==> src/rtl/core/nr_pkg.sv <==
// Shared types, constants and tables of the nutation rotation block.
package nr_pkg;

  // Register indexes of the configuration port.
  localparam logic [1:0] REG_EPS  = 2'd0;
  localparam logic [1:0] REG_DPSI = 2'd1;
  localparam logic [1:0] REG_DEPS = 2'd2;

  // Reset values of the configuration registers (radians times 2^40).
  localparam logic signed [42:0] EPS_RESET  = 43'sd449664530935;
  localparam logic signed [34:0] DPSI_RESET = 35'sd0;
  localparam logic signed [34:0] DEPS_RESET = 35'sd0;

  // CORDIC constants in Q2.30.
  localparam int unsigned CORDIC_STEPS = 32;
  localparam logic signed [35:0] CORDIC_GAIN = 36'sh026DD3B6A;
  localparam logic signed [35:0] Q30_HALF_PI = 36'sd1686629713;
  localparam logic signed [35:0] Q30_PI      = 36'sd3373259426;

  // Unity in Q.40 and the output clamp in Q1.30.
  localparam logic signed [47:0] Q40_ONE = 48'sd1099511627776;
  localparam logic signed [31:0] OUT_MAX = 32'sd1073741824;

  // Slots of the intermediate product store.
  localparam logic [3:0] P_MU = 4'd0;
  localparam logic [3:0] P_NU = 4'd1;
  localparam logic [3:0] P_SE = 4'd2;
  localparam logic [3:0] P_DD = 4'd3;
  localparam logic [3:0] P_MM = 4'd4;
  localparam logic [3:0] P_NN = 4'd5;
  localparam logic [3:0] P_EN = 4'd6;
  localparam logic [3:0] P_EM = 4'd7;
  localparam logic [3:0] P_MN = 4'd8;

  // Matrix build sequencer states.
  typedef enum logic [2:0] {
    B_LOAD,
    B_CORDIC,
    B_MSTART,
    B_MWAIT,
    B_DONE,
    B_IDLE
  } build_state_t;

  // Request to the sequential multiplier.
  typedef struct packed {
    logic               start;
    logic signed [35:0] a;
    logic signed [35:0] b;
  } mul_req_t;

  // Truncated arctangent of 2^-i in Q.30.
  function automatic logic signed [35:0] atan_q30(input logic [4:0] i);
    logic [31:0] v;
    begin
      unique case (i)
        5'd0:  v = 32'h3243F6A8;
        5'd1:  v = 32'h1DAC6705;
        5'd2:  v = 32'h0FADBAFC;
        5'd3:  v = 32'h07F56EA6;
        5'd4:  v = 32'h03FEAB76;
        5'd5:  v = 32'h01FFD55B;
        5'd6:  v = 32'h00FFFAAA;
        5'd7:  v = 32'h007FFF55;
        5'd8:  v = 32'h003FFFEA;
        5'd9:  v = 32'h001FFFFD;
        5'd10: v = 32'h000FFFFF;
        5'd11: v = 32'h0007FFFF;
        5'd12: v = 32'h0003FFFF;
        5'd13: v = 32'h0001FFFF;
        5'd14: v = 32'h0000FFFF;
        5'd15: v = 32'h00007FFF;
        5'd16: v = 32'h00003FFF;
        5'd17: v = 32'h00001FFF;
        5'd18: v = 32'h00000FFF;
        5'd19: v = 32'h000007FF;
        5'd20: v = 32'h000003FF;
        5'd21: v = 32'h000001FF;
        5'd22: v = 32'h000000FF;
        5'd23: v = 32'h0000007F;
        5'd24: v = 32'h0000003F;
        5'd25: v = 32'h0000001F;
        5'd26: v = 32'h0000000F;
        5'd27: v = 32'h00000008;
        5'd28: v = 32'h00000004;
        5'd29: v = 32'h00000002;
        5'd30: v = 32'h00000001;
        default: v = 32'h00000000;
      endcase
      atan_q30 = $signed({4'd0, v});
    end
  endfunction

endpackage

==> src/rtl/core/nr_mul_seq.sv <==
// Shift-and-add signed multiplier, one multiplier bit per cycle.
module nr_mul_seq (
  input  logic               clk,
  input  logic               rst_n,
  input  nr_pkg::mul_req_t   req,
  output logic               done,
  output logic signed [71:0] prod
);

  logic        busy_r, done_r, neg_r;
  logic [5:0]  cnt_r;
  logic [71:0] acc_r, mcand_r;
  logic [35:0] mplier_r;
  logic [35:0] a_mag, b_mag;
  logic [71:0] acc_nxt;

  // Magnitudes of the operands.
  assign a_mag   = req.a[35] ? 36'(-req.a) : 36'(req.a);
  assign b_mag   = req.b[35] ? 36'(-req.b) : 36'(req.b);
  assign acc_nxt = mplier_r[0] ? acc_r + mcand_r : acc_r;

  // Control state.
  always_ff @(posedge clk) begin
    if (!rst_n) begin
      busy_r <= 1'b0;
      done_r <= 1'b0;
      cnt_r  <= '0;
    end else begin
      done_r <= 1'b0;
      if (req.start) begin
        busy_r <= 1'b1;
        cnt_r  <= '0;
      end else if (busy_r) begin
        cnt_r <= cnt_r + 6'd1;
        if (cnt_r == 6'd35) begin
          busy_r <= 1'b0;
          done_r <= 1'b1;
        end
      end
    end
  end

  // Accumulator and shifting operands.
  always_ff @(posedge clk) begin
    if (req.start) begin
      acc_r    <= '0;
      mcand_r  <= {36'd0, a_mag};
      mplier_r <= b_mag;
      neg_r    <= req.a[35] ^ req.b[35];
    end else if (busy_r) begin
      acc_r    <= acc_nxt;
      mcand_r  <= {mcand_r[70:0], 1'b0};
      mplier_r <= {1'b0, mplier_r[35:1]};
    end
  end

  assign done = done_r;
  assign prod = neg_r ? -$signed(acc_r) : $signed(acc_r);

endmodule

==> src/rtl/core/nr_mat_build.sv <==
// Configuration registers and the sequencer that rebuilds the nutation matrix.
module nr_mat_build #(
  parameter int CFB = 30,
  parameter int W   = CFB + 4
) (
  input  logic             clk,
  input  logic             rst_n,
  input  logic             cfg_valid,
  input  logic [1:0]       cfg_index,
  input  logic [42:0]      cfg_data,
  output logic             idle,
  output logic [9*W-1:0]   matrix
);

  localparam int SH = 41 - CFB;

  nr_pkg::build_state_t state_r, state_nxt;
  logic signed [42:0] eps_r;
  logic signed [34:0] dpsi_r, deps_r;
  logic signed [35:0] x_r, y_r, z_r, cos_v, sin_v;
  logic               flip_r;
  logic [4:0]         step_r;
  logic [3:0]         k_r;
  logic signed [47:0] prod_r [9];
  logic [W-1:0]       mat_r [9];

  logic               cfg_hit;
  logic signed [43:0] eps_rnd;
  logic signed [35:0] z0, xs, ys, atan_v, dpsi36, deps36, mu36, nu36;
  nr_pkg::mul_req_t   req;
  logic               mul_start;
  logic               mul_done;
  logic signed [71:0] mul_p, r30, r40;
  logic signed [47:0] m [9];
  logic signed [47:0] t;

  assign cfg_hit = cfg_valid && idle &&
                   (cfg_index == nr_pkg::REG_EPS || cfg_index == nr_pkg::REG_DPSI ||
                    cfg_index == nr_pkg::REG_DEPS);
  assign idle    = (state_r == nr_pkg::B_IDLE);

  // Configuration registers.
  always_ff @(posedge clk) begin
    if (!rst_n) begin
      eps_r  <= nr_pkg::EPS_RESET;
      dpsi_r <= nr_pkg::DPSI_RESET;
      deps_r <= nr_pkg::DEPS_RESET;
    end else if (cfg_valid && idle) begin
      unique case (cfg_index)
        nr_pkg::REG_EPS:  eps_r  <= cfg_data;
        nr_pkg::REG_DPSI: dpsi_r <= cfg_data[34:0];
        nr_pkg::REG_DEPS: deps_r <= cfg_data[34:0];
        default: ;
      endcase
    end
  end

  // Sequencer state register.
  always_ff @(posedge clk) begin
    if (!rst_n) state_r <= nr_pkg::B_LOAD;
    else        state_r <= state_nxt;
  end

  // Next state and multiplier start.
  always_comb begin
    state_nxt = state_r;
    mul_start = 1'b0;
    unique case (state_r)
      nr_pkg::B_LOAD:   state_nxt = nr_pkg::B_CORDIC;
      nr_pkg::B_CORDIC: if (step_r == 5'(nr_pkg::CORDIC_STEPS - 1)) begin
        state_nxt = nr_pkg::B_MSTART;
      end
      nr_pkg::B_MSTART: begin
        mul_start = 1'b1;
        state_nxt = nr_pkg::B_MWAIT;
      end
      nr_pkg::B_MWAIT:  if (mul_done) begin
        state_nxt = (k_r == nr_pkg::P_MN) ? nr_pkg::B_DONE : nr_pkg::B_MSTART;
      end
      nr_pkg::B_DONE:   state_nxt = nr_pkg::B_IDLE;
      nr_pkg::B_IDLE:   if (cfg_hit) state_nxt = nr_pkg::B_LOAD;
      default:          state_nxt = nr_pkg::B_IDLE;
    endcase
  end

  // Angle rounded to Q.30 and folded into the right half plane.
  assign eps_rnd = ($signed({eps_r[42], eps_r}) + 44'sd512) >>> 10;
  assign z0      = 36'(eps_rnd);
  assign xs      = x_r >>> step_r;
  assign ys      = y_r >>> step_r;
  assign atan_v  = nr_pkg::atan_q30(step_r);

  // CORDIC rotation, one step a cycle, and storage of each finished product.
  always_ff @(posedge clk) begin
    unique case (state_r)
      nr_pkg::B_LOAD: begin
        x_r    <= nr_pkg::CORDIC_GAIN;
        y_r    <= '0;
        step_r <= '0;
        k_r    <= nr_pkg::P_MU;
        if (z0 > nr_pkg::Q30_HALF_PI) begin
          z_r    <= z0 - nr_pkg::Q30_PI;
          flip_r <= 1'b1;
        end else if (z0 < -nr_pkg::Q30_HALF_PI) begin
          z_r    <= z0 + nr_pkg::Q30_PI;
          flip_r <= 1'b1;
        end else begin
          z_r    <= z0;
          flip_r <= 1'b0;
        end
      end
      nr_pkg::B_CORDIC: begin
        step_r <= step_r + 5'd1;
        if (!z_r[35]) begin
          x_r <= x_r - ys;
          y_r <= y_r + xs;
          z_r <= z_r - atan_v;
        end else begin
          x_r <= x_r + ys;
          y_r <= y_r - xs;
          z_r <= z_r + atan_v;
        end
      end
      nr_pkg::B_MWAIT: if (mul_done) begin
        prod_r[k_r] <= (k_r < nr_pkg::P_SE) ? 48'(r30) : 48'(r40);
        k_r         <= k_r + 4'd1;
      end
      default: ;
    endcase
  end

  // Cosine and sine with the fold undone.
  assign cos_v = flip_r ? -x_r : x_r;
  assign sin_v = flip_r ? -y_r : y_r;

  // Operand selection for each product of the build.
  assign dpsi36 = {dpsi_r[34], dpsi_r};
  assign deps36 = {deps_r[34], deps_r};
  assign mu36   = 36'(prod_r[nr_pkg::P_MU]);
  assign nu36   = 36'(prod_r[nr_pkg::P_NU]);
  always_comb begin
    req.start = mul_start;
    unique case (k_r)
      nr_pkg::P_MU: begin req.a = dpsi36; req.b = cos_v;  end
      nr_pkg::P_NU: begin req.a = dpsi36; req.b = sin_v;  end
      nr_pkg::P_SE: begin req.a = deps36; req.b = deps36; end
      nr_pkg::P_DD: begin req.a = dpsi36; req.b = dpsi36; end
      nr_pkg::P_MM: begin req.a = mu36;   req.b = mu36;   end
      nr_pkg::P_NN: begin req.a = nu36;   req.b = nu36;   end
      nr_pkg::P_EN: begin req.a = deps36; req.b = nu36;   end
      nr_pkg::P_EM: begin req.a = deps36; req.b = mu36;   end
      nr_pkg::P_MN: begin req.a = mu36;   req.b = nu36;   end
      default:      begin req.a = '0;     req.b = '0;     end
    endcase
  end

  nr_mul_seq u_mul (
    .clk  (clk),
    .rst_n(rst_n),
    .req  (req),
    .done (mul_done),
    .prod (mul_p)
  );

  // Products rounded half up to Q.40.
  assign r30 = (mul_p + 72'sd536870912) >>> 30;
  assign r40 = (mul_p + 72'sd549755813888) >>> 40;

  // Second-order matrix entries in Q.40.
  always_comb begin
    t    = -((prod_r[nr_pkg::P_MN] + 48'sd1) >>> 1);
    m[0] = nr_pkg::Q40_ONE - ((prod_r[nr_pkg::P_DD] + 48'sd1) >>> 1);
    m[1] = -prod_r[nr_pkg::P_MU];
    m[2] = -prod_r[nr_pkg::P_NU];
    m[3] = prod_r[nr_pkg::P_MU] - prod_r[nr_pkg::P_EN];
    m[4] = nr_pkg::Q40_ONE -
           ((prod_r[nr_pkg::P_SE] - prod_r[nr_pkg::P_MM] + 48'sd1) >>> 1);
    m[5] = t - 48'(deps_r);
    m[6] = prod_r[nr_pkg::P_NU] - prod_r[nr_pkg::P_EM];
    m[7] = t + 48'(deps_r);
    m[8] = nr_pkg::Q40_ONE -
           ((prod_r[nr_pkg::P_SE] + prod_r[nr_pkg::P_NN] + 48'sd1) >>> 1);
  end

  // Entries rounded to the stored fraction width.
  always_ff @(posedge clk) begin
    if (state_r == nr_pkg::B_DONE) begin
      for (int i = 0; i < 9; i++) begin
        mat_r[i] <= W'(({m[i], 1'b0} + (49'sd1 <<< (SH - 1))) >>> SH);
      end
    end
  end

  always_comb begin
    for (int i = 0; i < 9; i++) matrix[i*W +: W] = mat_r[i];
  end

endmodule

==> config.mk <==
export PLATFORM = sky130hd
export DESIGN_NAME = nr_mat_build
export DESIGN_NICKNAME = d
export VERILOG_FILES = /design/src/rtl/core/nr_pkg.sv /design/src/rtl/core/nr_mul_seq.sv /design/src/rtl/core/nr_mat_build.sv
export SDC_FILE = /design/constraint.sdc
export NUM_CORES = 2
export LEC_CHECK = 0
export BUFFER_PORTS_ARGS = -buffer_cell sky130_fd_sc_hd__buf_4
export CAP_MARGIN = 15
export CORE_ASPECT_RATIO = 1.25
export CORE_UTILIZATION = 62
export DETAILED_ROUTE_END_ITERATION = 10
export GPL_ROUTABILITY_DRIVEN = 0
export PLACE_DENSITY = 0.8
export SYNTH_ARGS = -nofsm -noshare
export SYNTH_HDL_FRONTEND = slang
export SYNTH_SLANG_ARGS = --single-unit
==> constraint.sdc <==
create_clock -name clk -period 53.2 [get_ports clk]
set_input_delay 13.3 -clock clk [delete_from_list [all_inputs] [get_ports clk]]
set_output_delay 13.3 -clock clk [all_outputs]
set_load 0.02 [all_outputs]
==> results.py <==
metrics = {
    "pwr": {
        "power_density_mw_per_mm2": 38.46,
        "clkPwrFrac": 0.221,
        "intPower_mw": 2.177,
        "p_leak_nw": 35.97,
        "power.share.sequential": 0.320,
        "p_sw_mw": 1.479,
        "p_comb_frac": 0.460,
        "ir_worst_vdd_mv": 0.04213,
        "swShare": 0.4046,
        "power.total_mw": 3.656,
    },
    "sta": {
        "min_period_ns": 15.45,
        "fin_hold_ws_ns": 0.4779,
        "final.setup_skew_ns": 0.06996,
        "finalSetupViolCount": 0,
        "timing.slew.headroom": 0.1419,
        "layout_setup_ws_ns": 37.75,
        "final_hold_viol_count": 0,
        "setup_tns_ns": 0,
        "period_share": 0.2903,
        "maxSlewViolCount": 0,
        "max_freq_mhz": 64.74,
        "rsz0062_at_grt": "no",
        "worst_pin_slew_ns": 1.287,
    },
    "clock_tree": {
        "clk_path_buf_depth": 3,
        "htree_num_levels": 3,
        "cts_hold_buffers": 0,
        "postCtsSetupBuffers": 0,
        "cts-resized-gates": 0,
        "clk_latency_ns": 0.79,
        "cts_root_buffer": "clkbuf_16",
        "cts_made_buffers": 112,
        "clock_sinks": 1128,
        "cts_tree": "yes",
        "cts.clk_slew.worst_paths_ns": 0.06,
    },
    "yosys": {
        "syn_nets": 10270,
        "yosysTopAreaCell": "edfxtp_1",
        "ys_warn_count": 0,
        "synth.top_cells.by_area": "edfxtp_1, ha_1, xnor2_1",
        "synth_cell_types": 119,
        "synth_top_area_frac": 0.3007,
        "synth_area_per_cell_um2": 8.994,
        "syn-cell-area_mm2": 0.08737,
        "synthesis.instances": 9714,
        "ys_seq_area_frac": 0.3587,
        "ys.flop_type": "edfxtp_1",
        "ys_seq_elements": 1128,
        "synth_edf_count": 875,
        "synthArstFlopShare": 0,
    },
    "grt": {
        "grtUsageTotal": 0.3642,
        "grt_antenna_before_repair": 10,
        "gr-max-usage-layer": "met2",
        "grt_pass1_wl_um": 408900,
        "grtUsageMet3": 0.07839,
        "grt_util_met1": 0.4308,
        "grt_pass1_vias": 74070,
        "overflow": 0,
        "grt_max_degree": 178,
        "use_met2": 0.5915,
    },
    "outcome": {
        "violations": "design-rule violations",
        "status": "finished, violations left",
    },
    "placed_design": {
        "dpl.cell_count": 11560,
        "dp_hpwl_um": 199500,
        "place_worst_setup_slack_ns": 38.35,
        "portBuffers": 354,
        "dpl-instance-area_mm2": 0.09134,
    },
    "setup_path": {
        "worstPathRequired_ns": 39.90,
        "path_class": "reg -> out",
        "cp.arrival_ns": 2.15,
        "crit_chain": "nor2b_1, and2_1, buf_4",
        "max_stage_delay_ns": 0.50,
        "cp_max_fo": 9,
        "cpMaxStageDelayCell": "dfxtp_1",
        "cp-start-kind": "flip-flop",
        "cp-end-kind": "primary output",
    },
    "detailed_routing": {
        "dr.pass1.iters": 11,
        "postRouteAntennaNets": 0,
        "drt_iter0_drc": 9106,
        "routedWlPerCell_um": 22.62,
        "vias": 78070,
        "viasPerCell": 6.631,
        "drc_errors": 2,
        "wl_um": 266300,
    },
    "floorplanning": {
        "ios": 355,
        "die_area_mm2": 0.1424,
        "core_area_mm2": 0.1396,
        "fp.dieW_um": 337.8,
        "initial_core_util": 0.6261,
        "die_y_um": 421.7,
        "placement_rows": 153,
    },
    "layout": {
        "regArea_mm2": 0.03134,
        "fillers": 10760,
        "final_util": 0.6813,
        "syn2layout_area_growth_pct": 8.819,
        "drive_gt1_frac": 0.09249,
        "nets": 10370,
        "multi_input_comb_area_mm2": 0.05290,
        "instances_no_fill": 11770,
        "final_cell_area_mm2": 0.09508,
    },
    "min_path": {
        "min_path_type": "reg -> reg",
    },
    "run": {
        "cap_violations": 0,
    },
}
## power by group through the flow
stage | sequential (mW) | combinational [mW] | clock [mW]
6_report | 1.17 | 1.68 | 0.807
5_1_grt | 1.17 | 1.82 | 0.843
4_1_cts | 1.16 | 1.64 | 0.809
3_5_place_dp | 1.18 | 1.62 | 0
3_3_place_gp | 1.18 | 1.57 | 0
2_1_floorplan | 1.13 | 1.27 | 0
## synthesized netlist by cell type (91+ instances only)
library cell,number
or3_1,136
and2_1,92
edfxtp_1,875
a21oi_1,680
dfxtp_1,253
nand4_1,93
mux4_2,91
a31oi_1,104
o21ai_0,469
and3_1,127
inv_1,395
nand3_1,256
xnor2_1,653
nand2_1,1024
nor2_1,794
clkbuf_1,353
xor2_1,461
nor4_1,107
a21o_1,209
a21boi_0,121
mux2i_1,107
ha_1,506
nor3_1,261
o21a_1,91
nand2b_1,92
## layout make-up
type | count | area share
multi-input combinational | 7734 | 0.5564
clock buffer | 138 | 0.03148
sequential | 1128 | 0.3296
tap | 1860 | 0.02448
clock inverter | 67 | 0.007120
inverter | 402 | 0.01590
antenna | 9 | 0.0002369
timing repair buffer | 435 | 0.03474
## critical path, delay by kind of cell (launching register included)
| family | cells | cell delay (ns) |
|---|---|---|
| simple gates | 2 | 0.69 |
| flops | 1 | 0.50 |
| buf+inv | 1 | 0.19 |
## cell families (layout without fill, tap and decap cells)
logic type	after synthesis	in the layout	synth area share
simple gates	3366	3366	0.1889
compound gates	2504	2504	0.1883
flops	1128	1128	0.3587
xor+xnor	1115	1115	0.1120
buf+inv	852	1042	0.03762
fa+ha+maj	517	517	0.07441
mux	232	232	0.04010
other cells	0	9	0
## layer usage
metal	wire, um	up-vias
li1	-	35870
met1	95640	36680
met2	123300	4395
met3	27560	1107
met4	19760	10
met5	62	-
## sequential cells by signal (all words and copies together) (netlist names), 3 cells and up
name and flops:
prod_r 378, y_r 36, mat_r 306, eps_r 34, u_mul.mplier_r 36, u_mul.acc_r 72, u_mul.mcand_r 72, k_r 4
dpsi_r 35, deps_r 35, u_mul.cnt_r 6, z_r 36, atan_v 30, step_r 5, x_r 36, state_r 3
## placed cells by master (no fill, tap or decap), types with 32 or more instances in the layout
| cell | Yosys | layout |
|---|---|---|
| nor2b_1 | 88 | 87 |
| o21ai_0 | 469 | 465 |
| or3_1 | 136 | 135 |
| or4_1 | 42 | 42 |
| a21o_1 | 209 | 209 |
| inv_1 | 395 | 394 |
| a21oi_1 | 680 | 661 |
| dfxtp_1 | 253 | 252 |
| mux2i_1 | 107 | 107 |
| a31oi_1 | 104 | 104 |
| nand2_1 | 1024 | 1022 |
| o21bai_1 | 76 | 75 |
| nor2_1 | 794 | 791 |
| xnor2_1 | 653 | 652 |
| edfxtp_1 | 875 | 875 |
| mux2_2 | 34 | 34 |
| nand2b_1 | 92 | 91 |
| xor2_1 | 461 | 461 |
| nand4_1 | 93 | 93 |
| a211oi_1 | 73 | 73 |
| o21a_1 | 91 | 91 |
| o31ai_1 | 72 | 72 |
| o22ai_1 | 45 | 45 |
| and2_1 | 92 | 91 |
| or2_2 | 61 | 61 |
| nor4_1 | 107 | 107 |
| nand3_1 | 256 | 256 |
| clkbuf_16 | 0 | 114 |
| nor3_1 | 261 | 259 |
| o211ai_1 | 63 | 63 |
| and3_1 | 127 | 121 |
| mux4_2 | 91 | 91 |
| buf_4 | 7 | 432 |
| ha_1 | 506 | 506 |
| a21boi_0 | 121 | 121 |
| a22oi_1 | 79 | 79 |
| nor3b_1 | 33 | 32 |
## worst paths after layout
kind                        start         endpoint  slack, ns  cells past startpoint
setup / recovery       state_r[0]             idle      37.75                      3
hold / removal    u_mul.acc_r[19]  u_mul.acc_r[19]       0.48                      2
setup reg to reg     prod_r[8][1]    mat_r[0][203]      44.80                     25
hold reg to reg   u_mul.acc_r[19]  u_mul.acc_r[19]       0.48                      2
Power figures use the tool's default switching activity.
